==> src/design/irc_pkg.sv <==
`timescale 1ns / 1ps

package irc_pkg;

  localparam int IRC_ENTRIES    = 16;
  localparam int IRC_TIME_WIDTH = 32;
  localparam int ITEM_COUNT     = 1024;
  localparam int QUEUE_DEPTH    = 2;

  localparam logic [1:0] REQ_LOOKUP = 2'd0;
  localparam logic [1:0] REQ_INVAL  = 2'd1;
  localparam logic [1:0] REQ_FILL   = 2'd2;

  localparam logic [2:0] ST_MISS          = 3'd0;
  localparam logic [2:0] ST_FOUND_INVALID = 3'd1;
  localparam logic [2:0] ST_HIT           = 3'd2;
  localparam logic [2:0] ST_INVALIDATED   = 3'd3;
  localparam logic [2:0] ST_NO_EFFECT     = 3'd4;
  localparam logic [2:0] ST_REVALIDATED   = 3'd5;
  localparam logic [2:0] ST_PLACED        = 3'd6;
  localparam logic [2:0] ST_ALREADY_VALID = 3'd7;

  typedef enum logic [1:0] {
    OP_LOOKUP,
    OP_INVAL,
    OP_FILL,
    OP_NONE
  } op_t;

  typedef struct packed {
    logic [1:0]  req_type;
    logic [9:0]  item_id;
    logic [31:0] update_time;
    logic [31:0] now;
  } req_t;

  typedef struct packed {
    logic [2:0] status;
    logic [3:0] slot;
    logic       replaced_occupied;
    logic [9:0] replaced_item_id;
  } rsp_t;

  typedef struct packed {
    op_t         op;
    logic [9:0]  item_id;
    logic [31:0] update_time;
    logic [31:0] now;
  } cmd_t;

endpackage

==> src/design/irc_front.sv <==
`timescale 1ns / 1ps

module irc_front import irc_pkg::*; (
  input  logic start,
  input  req_t req,
  input  logic q_full,
  output logic busy,
  output logic push,
  output cmd_t cmd
);

  localparam logic [16:0] ITEM_LIMIT = 17'(ITEM_COUNT);

  logic id_ok;
  op_t  op;

  assign id_ok = {7'b0, req.item_id} < ITEM_LIMIT;

  always_comb begin
    unique case (req.req_type)
      REQ_LOOKUP: op = OP_LOOKUP;
      REQ_INVAL:  op = OP_INVAL;
      REQ_FILL:   op = OP_FILL;
      default:    op = OP_NONE;
    endcase
    if (!id_ok) begin
      op = OP_NONE;
    end
  end

  assign busy             = q_full;
  assign push             = start && !q_full;
  assign cmd.op           = op;
  assign cmd.item_id      = req.item_id;
  assign cmd.update_time  = req.update_time;
  assign cmd.now          = req.now;

endmodule

==> src/design/irc_queue.sv <==
`timescale 1ns / 1ps

module irc_queue import irc_pkg::*; (
  input  logic clk,
  input  logic rst,
  input  logic push,
  input  cmd_t push_cmd,
  input  logic pop,
  output cmd_t head,
  output logic empty,
  output logic full
);

  localparam int PTR_W = (QUEUE_DEPTH > 1) ? $clog2(QUEUE_DEPTH) : 1;
  localparam int CNT_W = $clog2(QUEUE_DEPTH + 1);
  localparam logic [CNT_W-1:0] DEPTH_CNT = CNT_W'(QUEUE_DEPTH);
  localparam logic [PTR_W-1:0] LAST_PTR  = PTR_W'(QUEUE_DEPTH - 1);

  cmd_t             slots [QUEUE_DEPTH];
  logic [PTR_W-1:0] wr_ptr;
  logic [PTR_W-1:0] rd_ptr;
  logic [CNT_W-1:0] count;

  assign head  = slots[rd_ptr];
  assign empty = count == '0;
  assign full  = count == DEPTH_CNT;

  always_ff @(posedge clk) begin
    if (rst) begin
      wr_ptr <= '0;
      rd_ptr <= '0;
      count  <= '0;
    end else begin
      if (push) begin
        slots[wr_ptr] <= push_cmd;
        wr_ptr <= (wr_ptr == LAST_PTR) ? '0 : wr_ptr + 1'b1;
      end
      if (pop) begin
        rd_ptr <= (rd_ptr == LAST_PTR) ? '0 : rd_ptr + 1'b1;
      end
      if (push && !pop) begin
        count <= count + 1'b1;
      end else if (pop && !push) begin
        count <= count - 1'b1;
      end
    end
  end

`ifndef NO_ASSERTIONS
  a_count_bound: assert property (@(posedge clk) disable iff (rst) count <= DEPTH_CNT)
    else $error("queue count beyond depth");
  a_pop_nonempty: assert property (@(posedge clk) disable iff (rst) pop |-> count != '0)
    else $error("pop from empty queue");
`endif

endmodule

==> src/design/irc_back.sv <==
`timescale 1ns / 1ps

module irc_back import irc_pkg::*; #(
  parameter int ENTRIES    = IRC_ENTRIES,
  parameter int TIME_WIDTH = IRC_TIME_WIDTH
) (
  input  logic clk,
  input  logic rst,
  input  cmd_t head,
  input  logic q_empty,
  output logic pop,
  output logic done,
  output rsp_t rsp
);

  localparam int IDX_W = $clog2(ENTRIES);
  localparam logic [IDX_W-1:0] LAST_IDX = IDX_W'(ENTRIES - 1);

  typedef enum logic [1:0] {
    S_IDLE,
    S_EXEC,
    S_SCAN,
    S_PLACE
  } state_t;

  state_t               state;
  logic [ENTRIES-1:0]   entry_occupied;
  logic [ENTRIES-1:0]   entry_valid;
  logic [9:0]           entry_item        [ENTRIES];
  logic [TIME_WIDTH-1:0] entry_update_time [ENTRIES];
  logic [TIME_WIDTH-1:0] entry_access_time [ENTRIES];

  cmd_t             cur;
  logic             hit;
  logic [IDX_W-1:0] hit_idx;
  logic             empty_found;
  logic [IDX_W-1:0] empty_idx;
  logic [IDX_W-1:0] scan_idx;
  logic             inv_found;
  logic [IDX_W-1:0] inv_idx;
  logic [TIME_WIDTH-1:0] inv_time;
  logic [IDX_W-1:0] all_idx;
  logic [TIME_WIDTH-1:0] all_time;

  logic [ENTRIES-1:0] match;
  logic [IDX_W-1:0]   match_idx;
  logic [IDX_W-1:0]   free_idx;
  logic [IDX_W-1:0]   victim;
  logic [TIME_WIDTH+31:0] upd_ext;
  logic [TIME_WIDTH+31:0] now_ext;
  logic [TIME_WIDTH-1:0]  cur_upd;
  logic [TIME_WIDTH-1:0]  cur_now;
  logic [TIME_WIDTH-1:0]  scan_time;
  logic [IDX_W+3:0] hit_ext;
  logic [IDX_W+3:0] empty_ext;
  logic [IDX_W+3:0] victim_ext;

  // tag compare and priority encode, lowest index wins
  always_comb begin
    match_idx = '0;
    free_idx  = '0;
    for (int i = ENTRIES - 1; i >= 0; i--) begin
      match[i] = entry_occupied[i] && (entry_item[i] == head.item_id);
      if (match[i]) begin
        match_idx = IDX_W'(i);
      end
      if (!entry_occupied[i]) begin
        free_idx = IDX_W'(i);
      end
    end
  end

  assign upd_ext    = {{TIME_WIDTH{1'b0}}, cur.update_time};
  assign now_ext    = {{TIME_WIDTH{1'b0}}, cur.now};
  assign cur_upd    = upd_ext[TIME_WIDTH-1:0];
  assign cur_now    = now_ext[TIME_WIDTH-1:0];
  assign scan_time  = entry_access_time[scan_idx];
  assign victim     = inv_found ? inv_idx : all_idx;
  assign hit_ext    = {4'b0, hit_idx};
  assign empty_ext  = {4'b0, empty_idx};
  assign victim_ext = {4'b0, victim};
  assign pop        = (state == S_IDLE) && !q_empty;

  always_ff @(posedge clk) begin
    if (rst) begin
      state          <= S_IDLE;
      done           <= 1'b0;
      entry_occupied <= '0;
      entry_valid    <= '0;
    end else begin
      done <= 1'b0;
      unique case (state)
        S_IDLE: begin
          if (!q_empty) begin
            cur         <= head;
            hit         <= |match;
            hit_idx     <= match_idx;
            empty_found <= ~&entry_occupied;
            empty_idx   <= free_idx;
            state       <= S_EXEC;
          end
        end
        S_EXEC: begin
          state                 <= S_IDLE;
          done                  <= 1'b1;
          rsp.status            <= ST_NO_EFFECT;
          rsp.slot              <= '0;
          rsp.replaced_occupied <= 1'b0;
          rsp.replaced_item_id  <= '0;
          unique case (cur.op)
            OP_LOOKUP: begin
              if (!hit) begin
                rsp.status <= ST_MISS;
              end else if (!entry_valid[hit_idx]) begin
                rsp.status <= ST_FOUND_INVALID;
                rsp.slot   <= hit_ext[3:0];
              end else begin
                rsp.status <= ST_HIT;
                rsp.slot   <= hit_ext[3:0];
                entry_access_time[hit_idx] <= cur_now;
              end
            end
            OP_INVAL: begin
              if (hit && (cur_upd > entry_update_time[hit_idx])) begin
                entry_valid[hit_idx] <= 1'b0;
                rsp.status <= ST_INVALIDATED;
                rsp.slot   <= hit_ext[3:0];
              end
            end
            OP_FILL: begin
              if (hit) begin
                rsp.slot <= hit_ext[3:0];
                if (entry_valid[hit_idx]) begin
                  rsp.status <= ST_ALREADY_VALID;
                end else begin
                  entry_valid[hit_idx]       <= 1'b1;
                  entry_update_time[hit_idx] <= cur_now;
                  entry_access_time[hit_idx] <= cur_now;
                  rsp.status <= ST_REVALIDATED;
                end
              end else if (empty_found) begin
                entry_occupied[empty_idx]    <= 1'b1;
                entry_valid[empty_idx]       <= 1'b1;
                entry_item[empty_idx]        <= cur.item_id;
                entry_update_time[empty_idx] <= cur_now;
                entry_access_time[empty_idx] <= cur_now;
                rsp.status <= ST_PLACED;
                rsp.slot   <= empty_ext[3:0];
              end else begin
                done      <= 1'b0;
                scan_idx  <= '0;
                inv_found <= 1'b0;
                state     <= S_SCAN;
              end
            end
            OP_NONE: begin
            end
          endcase
        end
        S_SCAN: begin
          // oldest invalid entry and oldest entry overall
          if (!entry_valid[scan_idx] && (!inv_found || scan_time < inv_time)) begin
            inv_found <= 1'b1;
            inv_idx   <= scan_idx;
            inv_time  <= scan_time;
          end
          if (scan_idx == '0 || scan_time < all_time) begin
            all_idx  <= scan_idx;
            all_time <= scan_time;
          end
          if (scan_idx == LAST_IDX) begin
            state <= S_PLACE;
          end else begin
            scan_idx <= scan_idx + 1'b1;
          end
        end
        S_PLACE: begin
          entry_valid[victim]       <= 1'b1;
          entry_item[victim]        <= cur.item_id;
          entry_update_time[victim] <= cur_now;
          entry_access_time[victim] <= cur_now;
          rsp.status            <= ST_PLACED;
          rsp.slot              <= victim_ext[3:0];
          rsp.replaced_occupied <= 1'b1;
          rsp.replaced_item_id  <= entry_item[victim];
          done  <= 1'b1;
          state <= S_IDLE;
        end
        default: state <= S_IDLE;
      endcase
    end
  end

`ifndef NO_ASSERTIONS
  a_valid_occupied: assert property (@(posedge clk) disable iff (rst)
      (entry_valid & ~entry_occupied) == '0)
    else $error("valid entry that is not occupied");
  a_scan_full: assert property (@(posedge clk) disable iff (rst)
      state == S_SCAN |-> &entry_occupied)
    else $error("victim scan with a free entry");
  a_done_source: assert property (@(posedge clk) disable iff (rst)
      done |-> $past(state) == S_EXEC || $past(state) == S_PLACE)
    else $error("result outside execute or place");
  a_replace_placed: assert property (@(posedge clk) disable iff (rst)
      done && rsp.replaced_occupied |-> rsp.status == ST_PLACED)
    else $error("eviction reported without placement");
`endif

endmodule

==> src/design/invalidation_report_client_cache.sv <==
`timescale 1ns / 1ps

// channel  | ports               | transfer
// ---------+---------------------+------------------------------------
// request  | start, busy, req    | rising edge with start high, busy low
// result   | done, rsp           | one cycle with done high, no stall
//
// requests enter a two-deep queue; the back end handles each in turn
// (tag match, then execute) and pops the next one only after its result.
// a fill that misses a full cache adds an access-time scan over every
// entry that picks the victim, then a place step.
// synchronous reset empties the queue and marks every entry free.
// busy is high while the queue is full; results cannot be held off.

module invalidation_report_client_cache import irc_pkg::*; #(
  parameter int ENTRIES    = IRC_ENTRIES,
  parameter int TIME_WIDTH = IRC_TIME_WIDTH
) (
  input  logic clk,
  input  logic rst,
  input  logic start,
  output logic busy,
  input  req_t req,
  output logic done,
  output rsp_t rsp
);

  logic q_full;
  logic q_empty;
  logic push;
  logic pop;
  cmd_t push_cmd;
  cmd_t head;

  irc_front u_front (
    .start  (start),
    .req    (req),
    .q_full (q_full),
    .busy   (busy),
    .push   (push),
    .cmd    (push_cmd)
  );

  irc_queue u_queue (
    .clk      (clk),
    .rst      (rst),
    .push     (push),
    .push_cmd (push_cmd),
    .pop      (pop),
    .head     (head),
    .empty    (q_empty),
    .full     (q_full)
  );

  irc_back #(
    .ENTRIES    (ENTRIES),
    .TIME_WIDTH (TIME_WIDTH)
  ) u_back (
    .clk     (clk),
    .rst     (rst),
    .head    (head),
    .q_empty (q_empty),
    .pop     (pop),
    .done    (done),
    .rsp     (rsp)
  );

endmodule
==> config.mk <==
export PLATFORM = sky130hd
export DESIGN_NAME = invalidation_report_client_cache
export DESIGN_NICKNAME = d
export VERILOG_FILES = /design/src/design/irc_pkg.sv /design/src/design/irc_front.sv /design/src/design/irc_queue.sv /design/src/design/irc_back.sv /design/src/design/invalidation_report_client_cache.sv
export SDC_FILE = /design/constraint.sdc
export NUM_CORES = 2
export LEC_CHECK = 0
export ABC_AREA = 1
export BUFFER_PORTS_ARGS = -buffer_cell sky130_fd_sc_hd__buf_2
export CAP_MARGIN = 20
export CORE_MARGIN = 1.5
export CORE_UTILIZATION = 40
export DETAILED_ROUTE_END_ITERATION = 6
export PLACE_DENSITY = 0.56
export RECOVER_POWER = 50
export SETUP_SLACK_MARGIN = 0.4
export SYNTH_ARGS = -nofsm -noshare
export SYNTH_HDL_FRONTEND = slang
export SYNTH_SLANG_ARGS = --single-unit
export TNS_END_PERCENT = 1
==> constraint.sdc <==
create_clock -name clk -period 6.1 [get_ports clk]
set_input_delay 0.305 -clock clk [delete_from_list [all_inputs] [get_ports clk]]
set_output_delay 0.305 -clock clk [all_outputs]
set_load 0.02 [all_outputs]
==> results.yml <==
power_and_ir_drop:
  vdd_drop_max_v: 0.000263
  p_leak_nw: 25.4
  power.density_nw_per_um2: 415
  power_mw: 30.6
placement:
  gp_congestion: 0.926
  io_buffer_count: 98
  dp_hpwl_um: 105000
logic_synthesis:
  synth_edf_count: 1517
  async_reset_ff_share_pct: 0
  yosysSeqAreaShare_pct: 72.4
  netlist_area_um2: 64100
  synth_top_area_share_pct: 71.0
  synth_top_flop_cell: "edfxtp_1"
  ys_types: 64
  ys.warnings.count: 0
  yosys.area.top_type: "edfxtp_1"
  syn_area_per_cell_um2: 13.5
  synth_nets: 4915
  netlist_top_cells_count: "edfxtp_1, nand2_1, a21oi_1"
  ys_top_cells_by_area: "edfxtp_1, a22oi_1, nand2_1"
  synth_seq_cells: 1561
  synth_cells: 4735
  synth_most_common_cell: "edfxtp_1"
global_route:
  grt_pass1_vias: 38900
  grt_usage_pct: 21.6
  use_met2_pct: 33.7
  grt.overflow.total: 0
  met1_usage_pct: 30.7
  grt_pass1_wl_um: 260000
  use_met3_pct: 3.58
  antenna_found_initial: 6
  top_usage_layer: "met2"
  grt_max_degree: 131
cts:
  clk_latency_ps: 820
  clockRootBuffer: "clkbuf_16"
  cts_tree: "built"
  clock-sinks: 1561
  cts_setup_buffers: 0
  cts_htree_levels: 4
  clock_path_buffers: 3
  clkSlewWorstSetupHoldPaths_ps: 60
  numCtsBuffers: 165
timing:
  max-slew-margin-rel_pct: -95.0
  hold_viol: 0
  period_needed_ps: 5360
  finClkSkew_ps: 59.8
  fin_setup_tns_ps: 0
  fmax_ghz: 0.187
  fin_crit_sh_pct: 87.9
  tightest_slew_ps: 2920
  setup_viol: 0
  final_max_slew_viol_count: 352
  rsz0062_at_grt: "no"
setup_path:
  crit_end: "u_back.entry_update_time[0][8]"
  r2r_slack_ps: 740
  cp-start-kind: "flip-flop"
  critPathArrivalTime_ps: 5810
  crit_top_cell: "nor2_4"
  path_cells: "nor2_4 -> clkbuf_1 -> inv_1 -> nor2_2 -> inv_1 -> nor2_1 -> nand2_4 -> clkinv_4 -> nor2_4 -> inv_4 -> o22ai_2 -> a31oi_4 -> inv_4 -> nor2_4 -> nand2_1 -> nor2_4 -> buf_4"
  critPathTopFamily: "simple AND/OR/NAND/NOR gates"
  critPathCaptureType: "flip-flop"
  path_buf_inv: 7
  rr_endpoint: "u_back.entry_update_time[0][8]"
  reg2reg_depth: 17
  crit_fanout: 20
  path_class: "reg -> reg"
  crit_cells: 17
  critPathLaunch: "u_back.cur[74]"
  cp_data_required_time_ps: 6550
  reg2reg_from: "u_back.cur[74]"
  cp_slowest_cell: "clkbuf_1"
  slowest_delay_ps: 680
detailed_routing:
  ant_nets: 0
  drt_first_pass_iters: 7
  wl_per_cell_um: 24.8
  drt_wl_total_um: 178000
  vias: 40300
  viasPerCell: 5.62
  drt-initial-drc-count: 4271
  drc: 0
status:
  status: "complete, but fails checks"
  violations: "max-capacitance violations, max-slew violations"
min_path:
  holdCritPathClass: "in -> reg"
  whs_path_depth: 2
  worstHoldStart: "req[45]"
final_layout:
  area_growth_pct: 14.8
  final_nets: 5151
  fillCellCount: 13900
  layout-drive-gt1-share_pct: 9.66
floorplanning:
  die_h_um: 403
  dieArea_um2: 163000
  io_pins: 99
  row_count: 146
  start_util_pct: 40.4
  die_x_um: 403
  coreArea_um2: 159000
run:
  cap_violations: 12
-- per-stage QoR --
step	hold WS, ps	instances	setup slack [ps]	cell area [um^2]	utilization, %
6_report	224	7176	739	73600	46.4
5_1_grt	182	7175	416	73600	46.4
4_1_cts	149	7159	1120	73800	46.5
2_1_floorplan	404	4735	1120	64100	-
3_3_place_gp	436	6778	1190	67400	42.5
3_5_place_dp	445	6782	1160	67500	42.5
-- worst reg2reg max path, cell delays in order (launching register included) --
cell and delay, ps:
edfxtp_1 510, nor2_4 150, clkbuf_1 680, inv_1 370
nor2_2 150, inv_1 80, nor2_1 670, nand2_4 170
clkinv_4 160, nor2_4 80, inv_4 120, o22ai_2 90
a31oi_4 270, inv_4 100, nor2_4 170, nand2_1 160
nor2_4 550, buf_4 510
-- report_power, final --
group          internal [mW]  switching, mW  leakage [nW]
registers               13.0          0.679          14.1
clock network           5.91           4.25          2.67
logic                   1.98           4.74          8.68
total                   20.9           9.67          25.4
-- layout make-up --
cell class	instances	area (um^2)	area share (%)
Antenna cell	1	2.50	0.00340
Clock buffer	197	4340	5.90
Clock inverter	102	1120	1.52
Inverter	425	1610	2.19
Multi-Input combinational cell	2508	15200	20.7
Sequential cell	1561	46400	63.1
Tap cell	2072	2590	3.52
Timing Repair Buffer	310	2250	3.06
-- placed cells by master (no fill, tap or decap), types with 10 or more instances in the layout --
master and instances:
o211ai_1 143, xor2_1 32, o221ai_1 23, clkinv_2 34, buf_2 33, a21oi_1 388
nor2_4 12, nand2_1 602, buf_4 90, a211oi_1 14, nor3_4 11, buf_12 13
bufinv_16 19, o21ai_0 264, dlygate4sd3_1 78, o22ai_1 58, inv_2 39, ha_1 101
clkbuf_1 121, clkbuf_16 169, nor3_1 26, nor4_1 39, a221oi_1 11, dfxtp_1 40
nor2_1 101, nand3_1 104, inv_1 376, clkinv_1 36, nand4_1 37, o311ai_0 10
edfxtp_1 1517, a22oi_1 301, a41oi_1 10, mux2i_1 124
-- per-layer routing --
metal	up-vias	part of all wire, %
met5	-	0
met4	0	2.9
met3	313	7.2
met2	1620	46
met1	20100	44
li1	18300	-
-- cell families (layout without fill, tap and decap cells) --
| group | after synthesis | in the layout | share of synthesized area [%] |
|---|---|---|---|
| muxes | 124 | 124 | 1.94 |
| buffers and inverters | 666 | 1034 | 4.06 |
| adders and majority gates | 101 | 101 | 1.97 |
| and+or+nand+nor | 971 | 971 | 6.62 |
| xor gates and xnor gates | 40 | 40 | 0.546 |
| AOI/OAI and AO/OA | 1272 | 1272 | 12.4 |
| DFF | 1561 | 1561 | 72.4 |
| other | 0 | 1 | 0 |
-- how the worst min path moves through the flow --
| stage | to | slack, ps |
|---|---|---|
| 3_3_place_gp | u_queue.rd_ptr | 440 |
| 2_1_floorplan | u_queue.slots[0][0] | 400 |
| 5_1_grt | u_queue.slots[0][45] | 180 |
| 3_5_place_dp | flip-flop | 440 |
| 4_1_cts | u_queue.slots[0][56] | 150 |
| 6_report | u_queue.slots[1][45] | 220 |
-- sequential cells by signal (all words and copies together), names as in the netlist, 12 cells and up, named ones only --
register,cells
u_back.rsp,18
u_back.entry_valid,16
u_back.entry_occupied,16
u_back.entry_update_time,512
u_queue.slots,152
u_back.cur_now,32
u_back.cur_upd,32
u_back.all_time,32
u_back.entry_item,160
u_back.inv_time,32
u_back.entry_access_time,512
u_back.cur,12
-- timing repair --
| item | CTS | global route |
|---|---|---|
| resized for setup | 0 | 0 |
| hold buffers | 78 | 0 |
| hold endpoints to repair | 166 | 0 |
| setup endpoints to repair | 0 | 0 |
Power figures use the tool's default switching activity.
